**config.mk**
```make
export PLATFORM = sky130hd
export DESIGN_NAME = sound_command_decoder_top
export DESIGN_NICKNAME = d
export VERILOG_FILES = /design/src/scd_pkg.sv /design/src/scd_ctrl.sv /design/src/scd_dp.sv /design/src/sound_command_decoder_top.sv
export SDC_FILE = /design/constraint.sdc
export NUM_CORES = 2
export LEC_CHECK = 0
export BUFFER_PORTS_ARGS = -buffer_cell sky130_fd_sc_hd__buf_2
export CORE_MARGIN = 2
export CORE_UTILIZATION = 50
export DETAILED_ROUTE_END_ITERATION = 7
export GPL_TIMING_DRIVEN = 0
export PLACE_DENSITY = 0.73
export SYNTH_ARGS = -nofsm -noshare
export SYNTH_HDL_FRONTEND = slang
export SYNTH_SLANG_ARGS = --single-unit
```
**constraint.sdc**
```tcl
create_clock -name clk -period 7.6 [get_ports clk]
set_input_delay 0.38 -clock clk [delete_from_list [all_inputs] [get_ports clk]]
set_output_delay 0.38 -clock clk [all_outputs]
set_load 0.01 [all_outputs]
```
**src/scd_pkg.sv**
```systemverilog
// Package for the sound command decoder: shared constants, action codes,
// register indexes and the controller/datapath command and status structs.
package scd_pkg;

	localparam int unsigned IdCount    = 256;
	localparam int unsigned RemapDepth = 16;
	localparam int unsigned HdrSlots   = 32;
	localparam int unsigned CmdW       = 5;

	typedef enum logic [2:0] {
		ACT_COMMAND = 3'd0,
		ACT_RELEASE = 3'd1,
		ACT_LD_HDR  = 3'd2,
		ACT_LD_MAP  = 3'd3,
		ACT_LD_FLAG = 3'd4
	} action_t;

	typedef enum logic [1:0] {
		RES_NONE = 2'd0,
		RES_PLAY = 2'd1,
		RES_STOP = 2'd2
	} res_t;

	localparam logic [2:0] REG_IGNORE  = 3'd0;
	localparam logic [2:0] REG_STOP    = 3'd1;
	localparam logic [2:0] REG_HEADER  = 3'd2;
	localparam logic [2:0] REG_TIMEOUT = 3'd3;
	localparam logic [2:0] REG_REPEAT  = 3'd4;
	localparam logic [2:0] REG_RELSTOP = 3'd5;
	localparam logic [2:0] REG_RMCOUNT = 3'd6;

	// Commands from the controller to the datapath
	typedef struct packed {
		logic load;     // capture input request, run decode
		logic scan;     // compare one remap entry and advance
		logic finish;   // check range and repeat, update last id
		logic emit;     // present result
	} ctl_t;

	// Status from the datapath to the controller
	typedef struct packed {
		logic clearing; // flag memory clear after reset still running
		logic scan_end; // remap scan has ended
	} sts_t;

endpackage

```
**src/scd_ctrl.sv**
```systemverilog
// Controller state machine of the sound command decoder.
// Depends on scd_pkg.
module scd_ctrl (
	input  logic          clk,
	input  logic          arst_n,
	input  logic          in_fire,
	input  logic          out_free,
	input  scd_pkg::sts_t sts,
	output scd_pkg::ctl_t ctl,
	output logic          busy
);
	import scd_pkg::*;

	typedef enum logic [3:0] {
		ST_IDLE = 4'b0001,
		ST_SCAN = 4'b0010,
		ST_FIN  = 4'b0100,
		ST_OUT  = 4'b1000
	} state_t;

	state_t state_q;

	// Drive commands from the state
	always_comb begin
		ctl.load   = in_fire;
		ctl.scan   = (state_q == ST_SCAN) && !sts.scan_end;
		ctl.finish = (state_q == ST_FIN);
		ctl.emit   = (state_q == ST_OUT) && out_free;
		busy       = (state_q != ST_IDLE) || sts.clearing;
	end

	// Advance the sequence
	always_ff @(posedge clk or negedge arst_n) begin
		if (!arst_n) begin
			state_q <= ST_IDLE;
		end else begin
			case (state_q)
				ST_IDLE: begin
					if (in_fire) state_q <= ST_SCAN;
				end
				ST_SCAN: begin
					if (sts.scan_end) state_q <= ST_FIN;
				end
				ST_FIN: begin
					state_q <= ST_OUT;
				end
				ST_OUT: begin
					if (out_free) state_q <= ST_IDLE;
				end
				default: state_q <= ST_IDLE;
			endcase
		end
	end
endmodule

```
**src/scd_dp.sv**
```systemverilog
// Datapath of the sound command decoder: config registers, tables, flag
// memory, armed header and last-id state, remap scan and result register.
// Depends on scd_pkg.
module scd_dp #(
	parameter int unsigned ID_COUNT    = scd_pkg::IdCount,
	parameter int unsigned REMAP_DEPTH = scd_pkg::RemapDepth
) (
	input  logic          clk,
	input  logic          arst_n,
	input  scd_pkg::ctl_t ctl,
	output scd_pkg::sts_t sts,
	input  logic [2:0]    action,
	input  logic [7:0]    bus_byte,
	input  logic [31:0]   now_ms,
	input  logic [7:0]    slot,
	input  logic [7:0]    value_from,
	input  logic [7:0]    value_to,
	input  logic          flag_voice,
	input  logic          flag_loop,
	input  logic          cfg_we,
	input  logic [2:0]    cfg_addr,
	input  logic [31:0]   cfg_wdata,
	output logic [31:0]   cfg_rdata,
	output logic [1:0]    res_act,
	output logic [7:0]    res_id,
	output logic          res_voice,
	output logic          res_loop
);
	import scd_pkg::*;

	localparam int unsigned RmW = (REMAP_DEPTH > 1) ? $clog2(REMAP_DEPTH) : 1;
	localparam int unsigned CntW = $clog2(REMAP_DEPTH + 1);
	localparam int unsigned IdW = $clog2(ID_COUNT);
	localparam int unsigned ClrW = IdW + 1;
	localparam logic [ClrW-1:0] ClrEnd = ClrW'(ID_COUNT);

	logic [31:0] ignore_q, stop_q, header_q;
	logic [15:0] timeout_q, repeat_q;
	logic        relstop_q;
	logic [4:0]  rmcount_q;

	logic        armed_q;
	logic [7:0]  base_q;
	logic [31:0] armed_time_q;
	logic        last_valid_q;
	logic [7:0]  last_id_q;
	logic [31:0] last_time_q;

	logic [7:0]       hbase_q [HdrSlots];
	logic [7:0]       rsrc_q  [REMAP_DEPTH];
	logic [7:0]       rdst_q  [REMAP_DEPTH];

	// Per-id flags: bit 0 voice, bit 1 loop
	logic [1:0]      flag_mem [ID_COUNT];
	logic [1:0]      flag_rd_q;
	logic [ClrW-1:0] clr_q;
	logic            clearing;

	// Working registers of one request
	logic [8:0]      id_q;
	logic            found_q;
	logic            scan_on_q;
	logic [CntW-1:0] idx_q;
	logic [CntW-1:0] lim_q;
	logic [31:0]     now_q;
	logic [1:0]      act_q;

	logic [CmdW-1:0] cmd;
	logic            expired;
	logic [31:0]     hd_age;

	assign cmd     = bus_byte[CmdW-1:0];
	assign hd_age  = now_ms - armed_time_q;
	assign expired = armed_q && (timeout_q != 16'd0) && (hd_age > {16'd0, timeout_q});
	assign clearing = (clr_q < ClrEnd);

	assign sts.clearing = clearing;
	assign sts.scan_end = !scan_on_q || found_q || (idx_q >= lim_q);

	// Register read-back
	always_comb begin
		case (cfg_addr)
			REG_IGNORE:  cfg_rdata = ignore_q;
			REG_STOP:    cfg_rdata = stop_q;
			REG_HEADER:  cfg_rdata = header_q;
			REG_TIMEOUT: cfg_rdata = {16'd0, timeout_q};
			REG_REPEAT:  cfg_rdata = {16'd0, repeat_q};
			REG_RELSTOP: cfg_rdata = {31'd0, relstop_q};
			REG_RMCOUNT: cfg_rdata = {27'd0, rmcount_q};
			default:     cfg_rdata = 32'd0;
		endcase
	end

	// Config registers
	always_ff @(posedge clk or negedge arst_n) begin
		if (!arst_n) begin
			ignore_q  <= 32'd1;
			stop_q    <= 32'd0;
			header_q  <= 32'd0;
			timeout_q <= 16'd250;
			repeat_q  <= 16'd0;
			relstop_q <= 1'b0;
			rmcount_q <= 5'd0;
		end else if (cfg_we) begin
			case (cfg_addr)
				REG_IGNORE:  ignore_q  <= cfg_wdata;
				REG_STOP:    stop_q    <= cfg_wdata;
				REG_HEADER:  header_q  <= cfg_wdata;
				REG_TIMEOUT: timeout_q <= cfg_wdata[15:0];
				REG_REPEAT:  repeat_q  <= cfg_wdata[15:0];
				REG_RELSTOP: relstop_q <= cfg_wdata[0];
				REG_RMCOUNT: rmcount_q <= cfg_wdata[4:0];
				default: ;
			endcase
		end
	end

	// Remap table, reset undefined
	always_ff @(posedge clk) begin
		if (ctl.load && action == ACT_LD_MAP && {24'd0, slot} < 32'(REMAP_DEPTH)) begin
			rsrc_q[slot[RmW-1:0]] <= value_from;
			rdst_q[slot[RmW-1:0]] <= value_to;
		end
	end

	// Walk the flag memory once after reset
	always_ff @(posedge clk or negedge arst_n) begin
		if (!arst_n) clr_q <= '0;
		else if (clearing) clr_q <= clr_q + 1'b1;
	end

	// Flag memory: clear pass, loads, one registered read at finish
	always_ff @(posedge clk) begin
		if (clearing)
			flag_mem[clr_q[IdW-1:0]] <= 2'b00;
		else if (ctl.load && action == ACT_LD_FLAG && {24'd0, slot} < 32'(ID_COUNT))
			flag_mem[slot[IdW-1:0]] <= {flag_loop, flag_voice};
		if (ctl.finish)
			flag_rd_q <= flag_mem[id_q[IdW-1:0]];
	end

	// Decode on load, scan, then finish
	always_ff @(posedge clk or negedge arst_n) begin
		if (!arst_n) begin
			armed_q      <= 1'b0;
			base_q       <= 8'd0;
			armed_time_q <= 32'd0;
			last_valid_q <= 1'b0;
			last_id_q    <= 8'd0;
			last_time_q  <= 32'd0;
			id_q         <= 9'd0;
			now_q        <= 32'd0;
			scan_on_q    <= 1'b0;
			found_q      <= 1'b0;
			idx_q        <= '0;
			lim_q        <= '0;
			act_q        <= RES_NONE;
			for (int i = 0; i < HdrSlots; i++) hbase_q[i] <= 8'd0;
		end else if (ctl.load) begin
			act_q     <= RES_NONE;
			scan_on_q <= 1'b0;
			found_q   <= 1'b0;
			idx_q     <= '0;
			now_q     <= now_ms;
			case (action)
				ACT_COMMAND: begin
					if (expired) begin
						armed_q <= 1'b0;
						base_q  <= 8'd0;
					end
					if (ignore_q[cmd]) begin
						// drop
					end else if (stop_q[cmd]) begin
						armed_q      <= 1'b0;
						base_q       <= 8'd0;
						last_valid_q <= 1'b0;
						act_q        <= RES_STOP;
					end else if (header_q[cmd]) begin
						base_q       <= hbase_q[cmd];
						armed_q      <= 1'b1;
						armed_time_q <= now_ms;
					end else begin
						id_q      <= {4'd0, cmd} + ((armed_q && !expired) ?
						             {1'b0, base_q} : 9'd0);
						armed_q   <= 1'b0;
						base_q    <= 8'd0;
						scan_on_q <= 1'b1;
						lim_q     <= ({27'd0, rmcount_q} > 32'(REMAP_DEPTH)) ?
						             CntW'(REMAP_DEPTH) : CntW'(rmcount_q);
					end
				end
				ACT_RELEASE: begin
					last_valid_q <= 1'b0;
					if (relstop_q) act_q <= RES_STOP;
				end
				ACT_LD_HDR: begin
					if (slot < 8'(HdrSlots)) hbase_q[slot[CmdW-1:0]] <= value_from;
				end
				default: ;
			endcase
		end else if (ctl.scan) begin
			// compare one entry per cycle
			if ({1'b0, rsrc_q[idx_q[RmW-1:0]]} == id_q) begin
				id_q    <= {1'b0, rdst_q[idx_q[RmW-1:0]]};
				found_q <= 1'b1;
			end
			idx_q <= idx_q + 1'b1;
		end else if (ctl.finish && scan_on_q) begin
			scan_on_q <= 1'b0;
			if (id_q < 9'(ID_COUNT)) begin
				if (!(repeat_q != 16'd0 && last_valid_q && id_q[7:0] == last_id_q &&
				      (now_q - last_time_q) < {16'd0, repeat_q})) begin
					last_valid_q <= 1'b1;
					last_id_q    <= id_q[7:0];
					last_time_q  <= now_q;
					act_q        <= RES_PLAY;
				end
			end
		end
	end

	// Result register
	always_ff @(posedge clk) begin
		if (ctl.emit) begin
			res_act   <= act_q;
			res_id    <= (act_q == RES_PLAY) ? id_q[7:0] : 8'd0;
			res_voice <= (act_q == RES_PLAY) && flag_rd_q[0];
			res_loop  <= (act_q == RES_PLAY) && flag_rd_q[1];
		end
	end
endmodule

```
**src/sound_command_decoder_top.sv**
```systemverilog
// Top level of the sound command decoder: stream ports, APB register port,
// controller and datapath. Depends on scd_pkg, scd_ctrl, scd_dp.
//
// Each request yields exactly one result. The result register loads after the
// request has passed the scan state, in which remap entries are compared in
// order (at most min(remap_count, REMAP_DEPTH), fewer on an early match), and
// the finish state, and only once the output is free. A new request is taken
// only after the result register has loaded, so the block never takes a new
// request before it is through with the last. The result register lets the next
// request enter while a result waits to be taken. After reset the per-id flag
// memory is cleared, one entry per cycle, and s_tready stays low until then.
module sound_command_decoder_top #(
	parameter int unsigned ID_COUNT    = scd_pkg::IdCount,
	parameter int unsigned REMAP_DEPTH = scd_pkg::RemapDepth
) (
	input  logic        clk,
	input  logic        arst_n,
	input  logic        s_tvalid,
	output logic        s_tready,
	// [2:0] action, [10:3] bus_byte, [42:11] now_ms, [50:43] slot,
	// [58:51] value_from, [66:59] value_to, [67] flag_voice, [68] flag_loop
	input  logic [71:0] s_tdata,
	output logic        m_tvalid,
	input  logic        m_tready,
	// [1:0] act, [9:2] sample_id, [10] is_voice, [11] is_loop
	output logic [15:0] m_tdata,
	input  logic        psel,
	input  logic        penable,
	input  logic        pwrite,
	input  logic [4:0]  paddr,
	input  logic [31:0] pwdata,
	output logic [31:0] prdata,
	output logic        pready
);
	import scd_pkg::*;

	ctl_t ctl;
	sts_t sts;
	logic busy, in_fire, out_free, cfg_we;
	logic       out_valid_q;
	logic [1:0] r_act;
	logic [7:0] r_id;
	logic       r_voice, r_loop;

	assign s_tready = !busy;
	assign in_fire  = s_tvalid && s_tready;
	assign out_free = !out_valid_q || m_tready;
	assign pready   = 1'b1;
	assign cfg_we   = psel && penable && pwrite;
	assign m_tvalid = out_valid_q;
	assign m_tdata  = {4'd0, r_loop, r_voice, r_id, r_act};

	// Hold result until taken
	always_ff @(posedge clk or negedge arst_n) begin
		if (!arst_n) out_valid_q <= 1'b0;
		else if (ctl.emit) out_valid_q <= 1'b1;
		else if (m_tready) out_valid_q <= 1'b0;
	end

	scd_ctrl u_ctrl (
		.clk(clk), .arst_n(arst_n), .in_fire(in_fire), .out_free(out_free),
		.sts(sts), .ctl(ctl), .busy(busy)
	);

	scd_dp #(.ID_COUNT(ID_COUNT), .REMAP_DEPTH(REMAP_DEPTH)) u_dp (
		.clk(clk), .arst_n(arst_n), .ctl(ctl), .sts(sts),
		.action(s_tdata[2:0]), .bus_byte(s_tdata[10:3]), .now_ms(s_tdata[42:11]),
		.slot(s_tdata[50:43]), .value_from(s_tdata[58:51]),
		.value_to(s_tdata[66:59]), .flag_voice(s_tdata[67]),
		.flag_loop(s_tdata[68]),
		.cfg_we(cfg_we), .cfg_addr(paddr[4:2]), .cfg_wdata(pwdata),
		.cfg_rdata(prdata),
		.res_act(r_act), .res_id(r_id), .res_voice(r_voice), .res_loop(r_loop)
	);

	a_no_accept_busy: assert property (@(posedge clk) disable iff (!arst_n)
		busy |-> !in_fire) else $error("request taken while busy");
	a_emit_one: assert property (@(posedge clk) disable iff (!arst_n)
		ctl.emit |=> m_tvalid) else $error("result lost");
	a_id_zero: assert property (@(posedge clk) disable iff (!arst_n)
		(m_tvalid && m_tdata[1:0] != RES_PLAY) |-> m_tdata[11:2] == 10'd0)
		else $error("non-play result carries data");
endmodule
```
# ---- After elaboration in Yosys (flattened, before gate mapping)
# Memories as Yosys holds them, arrays and structs flattened. A register that Yosys moved wholly into a read port is not among the register bits.
# Cells that the tools add are included.
# Widths: inputs -> output; s select.
dict set report op_classes {
  add_sub_neg 5
  bitwise 8
  eq_ne 31
  muxes 75
  magnitude_cmp 12
  reduce_logical 55
}
# cell count
set op_table {}
lappend op_table {{$bwmux 256} 1}
lappend op_table {{$pmux 32 s7} 1}
lappend op_table {{$mux 8} 9}
lappend op_table {{$sub 32x32->32} 2}
lappend op_table {{$mux 9} 7}
lappend op_table {{$bmux 8 s5} 1}
lappend op_table {{$demux 8 s5} 1}
lappend op_table {{$mux 1} 34}
lappend op_table {{$gt 32x16->1} 1}
lappend op_table {{$lt 32x16->1} 1}
lappend op_table {{$reduce_bool 16->1} 2}
lappend op_table {{$logic_and 1x1->1} 18}
lappend op_table {{$lt 9x9->1 const B} 2}
lappend op_table {{$mux 2} 9}
lappend op_table {{$reduce_and 2->1} 9}
lappend op_table {{$pmux 4 s4} 1}
lappend op_table {{$bmux 1 s5} 3}
lappend op_table {{$mux 5} 3}
lappend op_table {{$reduce_and 5->1} 3}
lappend op_table {{$eq 3x2->1 const B} 4}
lappend op_table {{$eq 3x3->1 const B} 4}
lappend op_table {{$ge 6x6->1 const B} 2}
lappend op_table {{$mux 4} 3}
lappend op_table {{$not 5->6} 2}
lappend op_table {{other kinds (35)} 63}
dict set report word_totals {
  output_inout_bits 51
  mem_count 3
  regBits 553
  inputBits 116
  ramBits 768
}
# memory depth width read_ports rd_ports_with_merged_regs wr line_no
set memory_table {}
lappend memory_table {u_dp.flag_mem 256 2 1 1 1 scd_dp.sv:54} ;# logic [1:0] flag_mem [ID_COUNT];
lappend memory_table {u_dp.rdst_q 16 8 1 0 1 scd_dp.sv:51} ;# logic [7:0] rdst_q [REMAP_DEPTH];
lappend memory_table {u_dp.rsrc_q 16 8 1 0 1 scd_dp.sv:50} ;# logic [7:0] rsrc_q [REMAP_DEPTH];

# ---- Depth between registers and ports, before layout
dict set report logic_depth {
  ltp_word 12
  depth_mapped 32
}

# ---- By module
# From an unflattened synthesis, not the netlist that was laid out.
dict set report hier_totals {
  cells_unflattened 4001
  hier_area_um2 60943.4
}
# mod cells_each seq_area_each_um2 area_per_inst_um2 n_inst
set by_module_without_submodules {}
lappend by_module_without_submodules {scd_dp 3962 36904.1 60589.4 1}
lappend by_module_without_submodules {scd_ctrl 24 101.3 230.2 1}
lappend by_module_without_submodules {sound_command_decoder_top 15 25.0 123.9 1}

# ---- Worst setup path after synthesis
# No wires, ideal clock.
dict set report synth_timing {
  kind {register -> register}
  startpoint {reg u_ctrl.state_q[3]}
  endpoint {mem u_dp.flag_mem[0][0] (data pin)}
  path_slack_ns 1.507
  period_less_slack_ns 6.093
  setup_ns 0.867
  arrival_time_ns 5.226
  stages_incl_launch_ff 8
  n_path_buf 1
  required_ns 6.733
  path_cell_list {dfrtp_1 -> nor2_1 -> nand3_1 -> nor2_1 -> nand2_1 -> nor4b_1 -> clkbuf_1 -> and2_1}
}
dict set report synth_between {
  elab_chain_len 10
}
# element line_no
set synth_lines {}
lappend synth_lines {{from (decl)} scd_ctrl.sv:21} ;# state_t state_q;
lappend synth_lines {{from (signal assigned)} scd_ctrl.sv:35} ;# state_q <= ST_IDLE;
lappend synth_lines {{from (signal assigned)} scd_ctrl.sv:39} ;# if (in_fire) state_q <= ST_SCAN;
lappend synth_lines {{from (signal assigned)} scd_ctrl.sv:42} ;# if (sts.scan_end) state_q <= ST_FIN;
lappend synth_lines {{$ne 4x1->1} scd_ctrl.sv:29} ;# busy = (state_q != ST_IDLE) || sts.clearing;
lappend synth_lines {{$logic_or 1x1->1} scd_ctrl.sv:29}
lappend synth_lines {{$logic_not 1->1} sound_command_decoder_top.sv:45} ;# assign s_tready = !busy;
lappend synth_lines {{via s_tready} sound_command_decoder_top.sv:19} ;# output logic s_tready,
lappend synth_lines {{$logic_and 1x1->1} sound_command_decoder_top.sv:46} ;# assign in_fire = s_tvalid && s_tready;
lappend synth_lines {{$logic_and 1x1->1} scd_dp.sv:136} ;# else if (ctl.load && action == ACT_LD_FLAG && {24'd0, slot} < 32'(ID_COUNT))
lappend synth_lines {{$mux 1} scd_dp.sv:136}
lappend synth_lines {{$mux 1} scd_dp.sv:134} ;# if (clearing)
lappend synth_lines {{$mux 1 (implied by the code)} scd_dp.sv:137} ;# flag_mem[slot[IdW-1:0]] <= {flag_loop, flag_voice};
lappend synth_lines {{$reduce_or 2->1 (no source line)} n/a}
lappend synth_lines {{$mux 2 (no source line)} n/a}
lappend synth_lines {{to (decl)} scd_dp.sv:54}
# The timed path passes the listed nets, and every way through them passes these cells.

# ---- Worst setup path in the final report
dict set report layout_timing {
  startpoint {in s_tdata[11]}
  endpoint {reg u_dp.id_q[6]}
}
dict set report layout_between {
  elab_chain_len 12
}
# element line_no
set layout_lines {}
lappend layout_lines {{from (decl)} sound_command_decoder_top.sv:22} ;# input logic [71:0] s_tdata,
lappend layout_lines {{$sub 32x32->32} scd_dp.sv:73} ;# assign hd_age = now_ms - armed_time_q;
lappend layout_lines {{$gt 32x16->1} scd_dp.sv:74} ;# assign expired = armed_q && (timeout_q != 16'd0) && (hd_age > {16'd0, timeout_q});
lappend layout_lines {{$logic_and 1x1->1} scd_dp.sv:74}
lappend layout_lines {{$logic_not 1->1} scd_dp.sv:183} ;# id_q <= {4'd0, cmd} + ((armed_q && !expired) ?
lappend layout_lines {{$logic_and 1x1->1} scd_dp.sv:183}
lappend layout_lines {{$mux 8} scd_dp.sv:183}
lappend layout_lines {{$add 5x9->9} scd_dp.sv:183}
lappend layout_lines {{$mux 9} scd_dp.sv:178} ;# end else if (header_q[cmd]) begin
lappend layout_lines {{$mux 9} scd_dp.sv:173} ;# end else if (stop_q[cmd]) begin
lappend layout_lines {{$mux 9} scd_dp.sv:171} ;# if (ignore_q[cmd]) begin
lappend layout_lines {{$mux 9} scd_dp.sv:165} ;# case (action)
lappend layout_lines {{$mux 9} scd_dp.sv:159} ;# end else if (ctl.load) begin
lappend layout_lines {{to (signal assigned)} scd_dp.sv:183}
lappend layout_lines {{to (signal assigned)} scd_dp.sv:204} ;# id_q <= {1'b0, rdst_q[idx_q[RmW-1:0]]};
lappend layout_lines {{to (decl)} scd_dp.sv:60} ;# logic [8:0] id_q;
# Every way passes these cells. The select of a mux whose other input is x is not followed.
# A chain may end at the register's enable or synchronous reset.

==> summary.txt <==
Logic synthesis
  • Synth Instances: 4052
  • Unique masters post-synth: 92
  • Synth Area in Simple Gates: 6.94%
  • Mux cell area share after synthesis: 21.8%
  • Syn Area/Cell: 14.9 um^2
  • Synthesized flop and latch total: 1323
  • Largest family of logic cells by synthesized area: multiplexers
  • Post-synth EDFFs: 782
  • Synth Area in Compound Gates: 4.20%
  • Ys async rst share: 40.9%
  • Post-synthesis xor/xnor area fraction: 1.04%
  • Post-Synth Adder-Cell Area: 2.27%
  • Mapped cell area: 60500 um^2
  • Sequential area share after synthesis: 61.2%
  • Synth Flop Type: edfxtp_1
  • Synth Warn #: 0

Route
  • Detail Route Antenna Nets: 0
  • Pre-antenna DRT Iters: 6
  • Via density: 6.10
  • Via count: 37600
  • Routed WL: 161 mm
  • DRC Markers: 0
  • First DRT Iteration DRCs: 4349
  • Routed len/inst: 26.0 um

Clock tree
  • CTS tree: yes
  • Worst skew pair latency: 0.78 ns
  • Root buf cell: clkbuf_16
  • CTS buffer count: 139
  • Clock tree buffer depth: 3
  • Register clock-pin slew on the reported worst setup and hold paths: 0.06 ns
  • Post-cts resize count: 0
  • H-Tree Depth: 4
  • Clk sinks: 1323

GRT
  • Largest net degree at the start of global routing: 123
  • Congestion Overflow GR: 0
  • GRT Total Usage: 26.2%
  • First-pass GRT wire length: 239 mm
  • Initial antenna violation count: 10
  • Vias in the first global route: 37900

Timing
  • Fin. max-slew vios: 0
  • Setup violators final: 0
  • Setup WS post-layout: 0.547 ns
  • Post-layout min period: 7.05 ns
  • Final Hold Viols: 0
  • Unrepaired setup endpoints after global routing: no
  • Relative slew slack: 5.43%
  • Actual slew at the worst max-slew pin: 1.40 ns
  • Maximum clock frequency: 142 MHz
  • Final period util: 92.8%
  • Layout Skew: 0.0295 ns

Status
  • Status: finished clean

Power
  • Clock share of power: 43.7%
  • Leakage: 25.5 nW
  • Pwr Density: 224 nW/um^2
  • Total Power: 15.5 mW
  • Seq pwr share: 50.9%
  • Switching pwr: 3.53 mW
  • Worst vdd ir: 0.248 mV
  • Internal: 11.9 mW
  • Gate power share: 5.4%
  • Sw Share: 22.8%

Setup path
  • Worst r2r src: u_dp.armed_time_q[0]
  • Worst reg2reg endpoint: u_dp.id_q[6]
  • Crit-path most repeated cell: ha_1
  • Crit. End Element: flip-flop
  • Slowest stage delay, CP: 0.52 ns
  • Crit Path Category: in -> reg
  • Worst path slowest cell: dlygate4sd3_1
  • CP arrival: 7.76 ns
  • CP Launch Type: input port
  • Worst Path Required: 8.31 ns
  • R2r worst-path depth: 30
  • Max FO, Critical Path: 7
  • Reg2Reg Setup Slack: 0.55 ns

Placed design
  • Area after DPL: 63800 um^2
  • Pre-CTS setup slack: 0.454 ns
  • Placed Cells: 5845
  • Port bufs: 151
  • Final GP Congestion: 0.906
  • Post-detail-place hpwl: 111 mm

Floorplanning
  • Core area: 120000 um^2
  • Die H: 352 um
  • Cell Rows: 127
  • Full die area: 124000 um^2
  • I/O Pins: 167
  • Die Span X: 352 um
  • Effective utilization at floorplan: 50.4%

Cells and area
  • Finished Layout Cells: 6172
  • Share of cells above drive strength 1: 26.7%
  • Design Area, Final: 69100 um^2
  • Syn-to-layout area delta: 14.3%
  • Final cell utilization of the core: 57.6%
  • NumNets Final: 4671
  • Fill cells: 9104

Worst hold path
  • HP Class: in -> async

Job
  • Maximum capacitance violations: 0
[placed cells by master (no fill, tap or decap), types with 12 or more instances in the layout]
cell and n:
nor4_1 13, mux4_2 359, clkinv_1 24, buf_8 17, clkbuf_8 16, mux2i_1 55
clkbuf_1 196, buf_1 25, nand2b_1 30, nor2b_1 25, nor2_1 385, nand3_1 31
nor2_2 16, inv_1 134, xor2_1 35, dlygate4sd3_1 73, nand3b_1 12, o21ai_0 131
a21o_1 24, nand2_1 321, mux2_1 18, and2_1 18, mux2_2 388, a21oi_1 119
nand4_1 27, clkbuf_16 140, ha_1 105, edfxtp_1 782, xnor2_1 37, o22ai_1 16
dfrtp_1 533, nor3_1 31, buf_2 168, clkinv_2 15
[worst max-delay path: cells and delay by family]
kind	cells	cell delay, ns
AO/OA/AOI/OAI	9	2.08
XOR/XNOR	2	0.32
adder cells (fa/ha/maj)	5	1.48
buffers and inverters	4	0.83
AND/OR/NAND/NOR	13	2.66
[layer usage]
metal / part of all wire (%) / GRT usage (%)
met1: 40 / 35.1
met2: 47 / 41.2
met3: 8.9 / 6.12
met4: 4.2 / 11.4
met5: 0.040 / 0
[final cells by class]
type	instances	area [um^2]	area share, %
inverter	134	503	0.728
multi-input combinational	2371	22000	31.9
sequential	1323	37000	53.6
timing repair buffer	251	2020	2.92
antenna	3	7.51	0.0109
buffer	227	988	1.43
tap	1612	2020	2.92
clock inverter	65	712	1.03
clock buffer	186	3820	5.52
[how the worst max path moves through the flow]
stage,from,end,slack [ns],cells past startpoint
6_report,s_tdata[11],u_dp.id_q[6],0.55,33
4_1_cts,u_dp.armed_time_q[0],u_dp.id_q[6],0.62,30
5_1_grt,u_dp.armed_time_q[0],u_dp.id_q[6],0.19,30
3_5_place_dp,s_tdata[11],u_dp.id_q[6],0.45,32
2_1_floorplan,u_ctrl.state_q[3],u_dp.flag_mem[0][0],1.51,7
3_3_place_gp,arst_n,u_dp.hbase_q[164],-5.24,1
[synthesized netlist by cell type (27+ instances only)]
cell type | count | share of area (%)
xor2_1 | 35 | 0.51
nand3_1 | 31 | 0.26
nor2_1 | 401 | 2.5
nor3_1 | 31 | 0.26
dfrtp_1 | 533 | 22
xnor2_1 | 37 | 0.54
mux2_2 | 388 | 7.2
nand2b_1 | 30 | 0.31
mux2i_1 | 55 | 0.91
mux4_2 | 359 | 13
a21oi_1 | 119 | 0.98
o21ai_0 | 131 | 1.1
ha_1 | 105 | 2.2
nand2_1 | 321 | 2.0
nand4_1 | 27 | 0.28
edfxtp_1 | 782 | 39
clkbuf_1 | 164 | 1.0
inv_1 | 134 | 0.83
[registers in the layout, summed over array words and instances (netlist names), 4 cells and up]
| name | cells |
|---|---|
| u_dp.ignore_q | 32 |
| u_dp.id_q | 9 |
| u_dp.last_id_q | 8 |
| u_dp.rdst_q | 128 |
| u_dp.last_time_q | 32 |
| u_dp.repeat_q | 16 |
| u_dp.rsrc_q | 128 |
| u_dp.stop_q | 32 |
| u_dp.now_q | 32 |
| u_dp.clr_q | 9 |
| u_dp.idx_q | 5 |
| u_dp.hbase_q | 256 |
| u_dp.res_id | 8 |
| u_dp.flag_mem | 512 |
| u_dp.header_q | 32 |
| u_dp.base_q | 8 |
| u_dp.rmcount_q | 5 |
| u_dp.armed_time_q | 32 |
| u_ctrl.state_q | 4 |
| u_dp.timeout_q | 16 |
| u_dp.lim_q | 5 |
[through the flow]
stage | hold WS (ns) | setup TNS (ns)
finish | 0.0354 | 0
global route | 0.0448 | 0
CTS | 0.0152 | 0
detailed placement | 0.224 | 0
global placement | 0.461 | -4178.28
floorplan | 0.0844 | 0
[power by group through the flow]
stage / sequential [mW] / combinational [mW] / clock [mW]
2_1_floorplan: 7.95 / 0.470 / 0
3_3_place_gp: 8.00 / 0.772 / 0
3_5_place_dp: 8.00 / 0.797 / 0
4_1_cts: 7.86 / 0.833 / 6.83
5_1_grt: 7.87 / 0.914 / 7.10
6_report: 7.86 / 0.841 / 6.75
[timing repair]
| item | in CTS | in global routing |
|---|---|---|
| hold buffers | 73 | 0 |
| buffers inserted | 0 | 0 |
| endpoints found under the hold margin | 573 | 0 |
[logic make-up (layout without fill, tap and decap cells)]
logic type / after synthesis / count (layout)
compound gates: 409 / 409
buf+inv: 361 / 863
mux: 820 / 820
simple gates: 957 / 957
fa+ha+maj: 108 / 108
xor+xnor: 72 / 72
other cells: 2 / 8
flops: 1323 / 1323
Note: power is estimated with default switching activity, not from simulation.
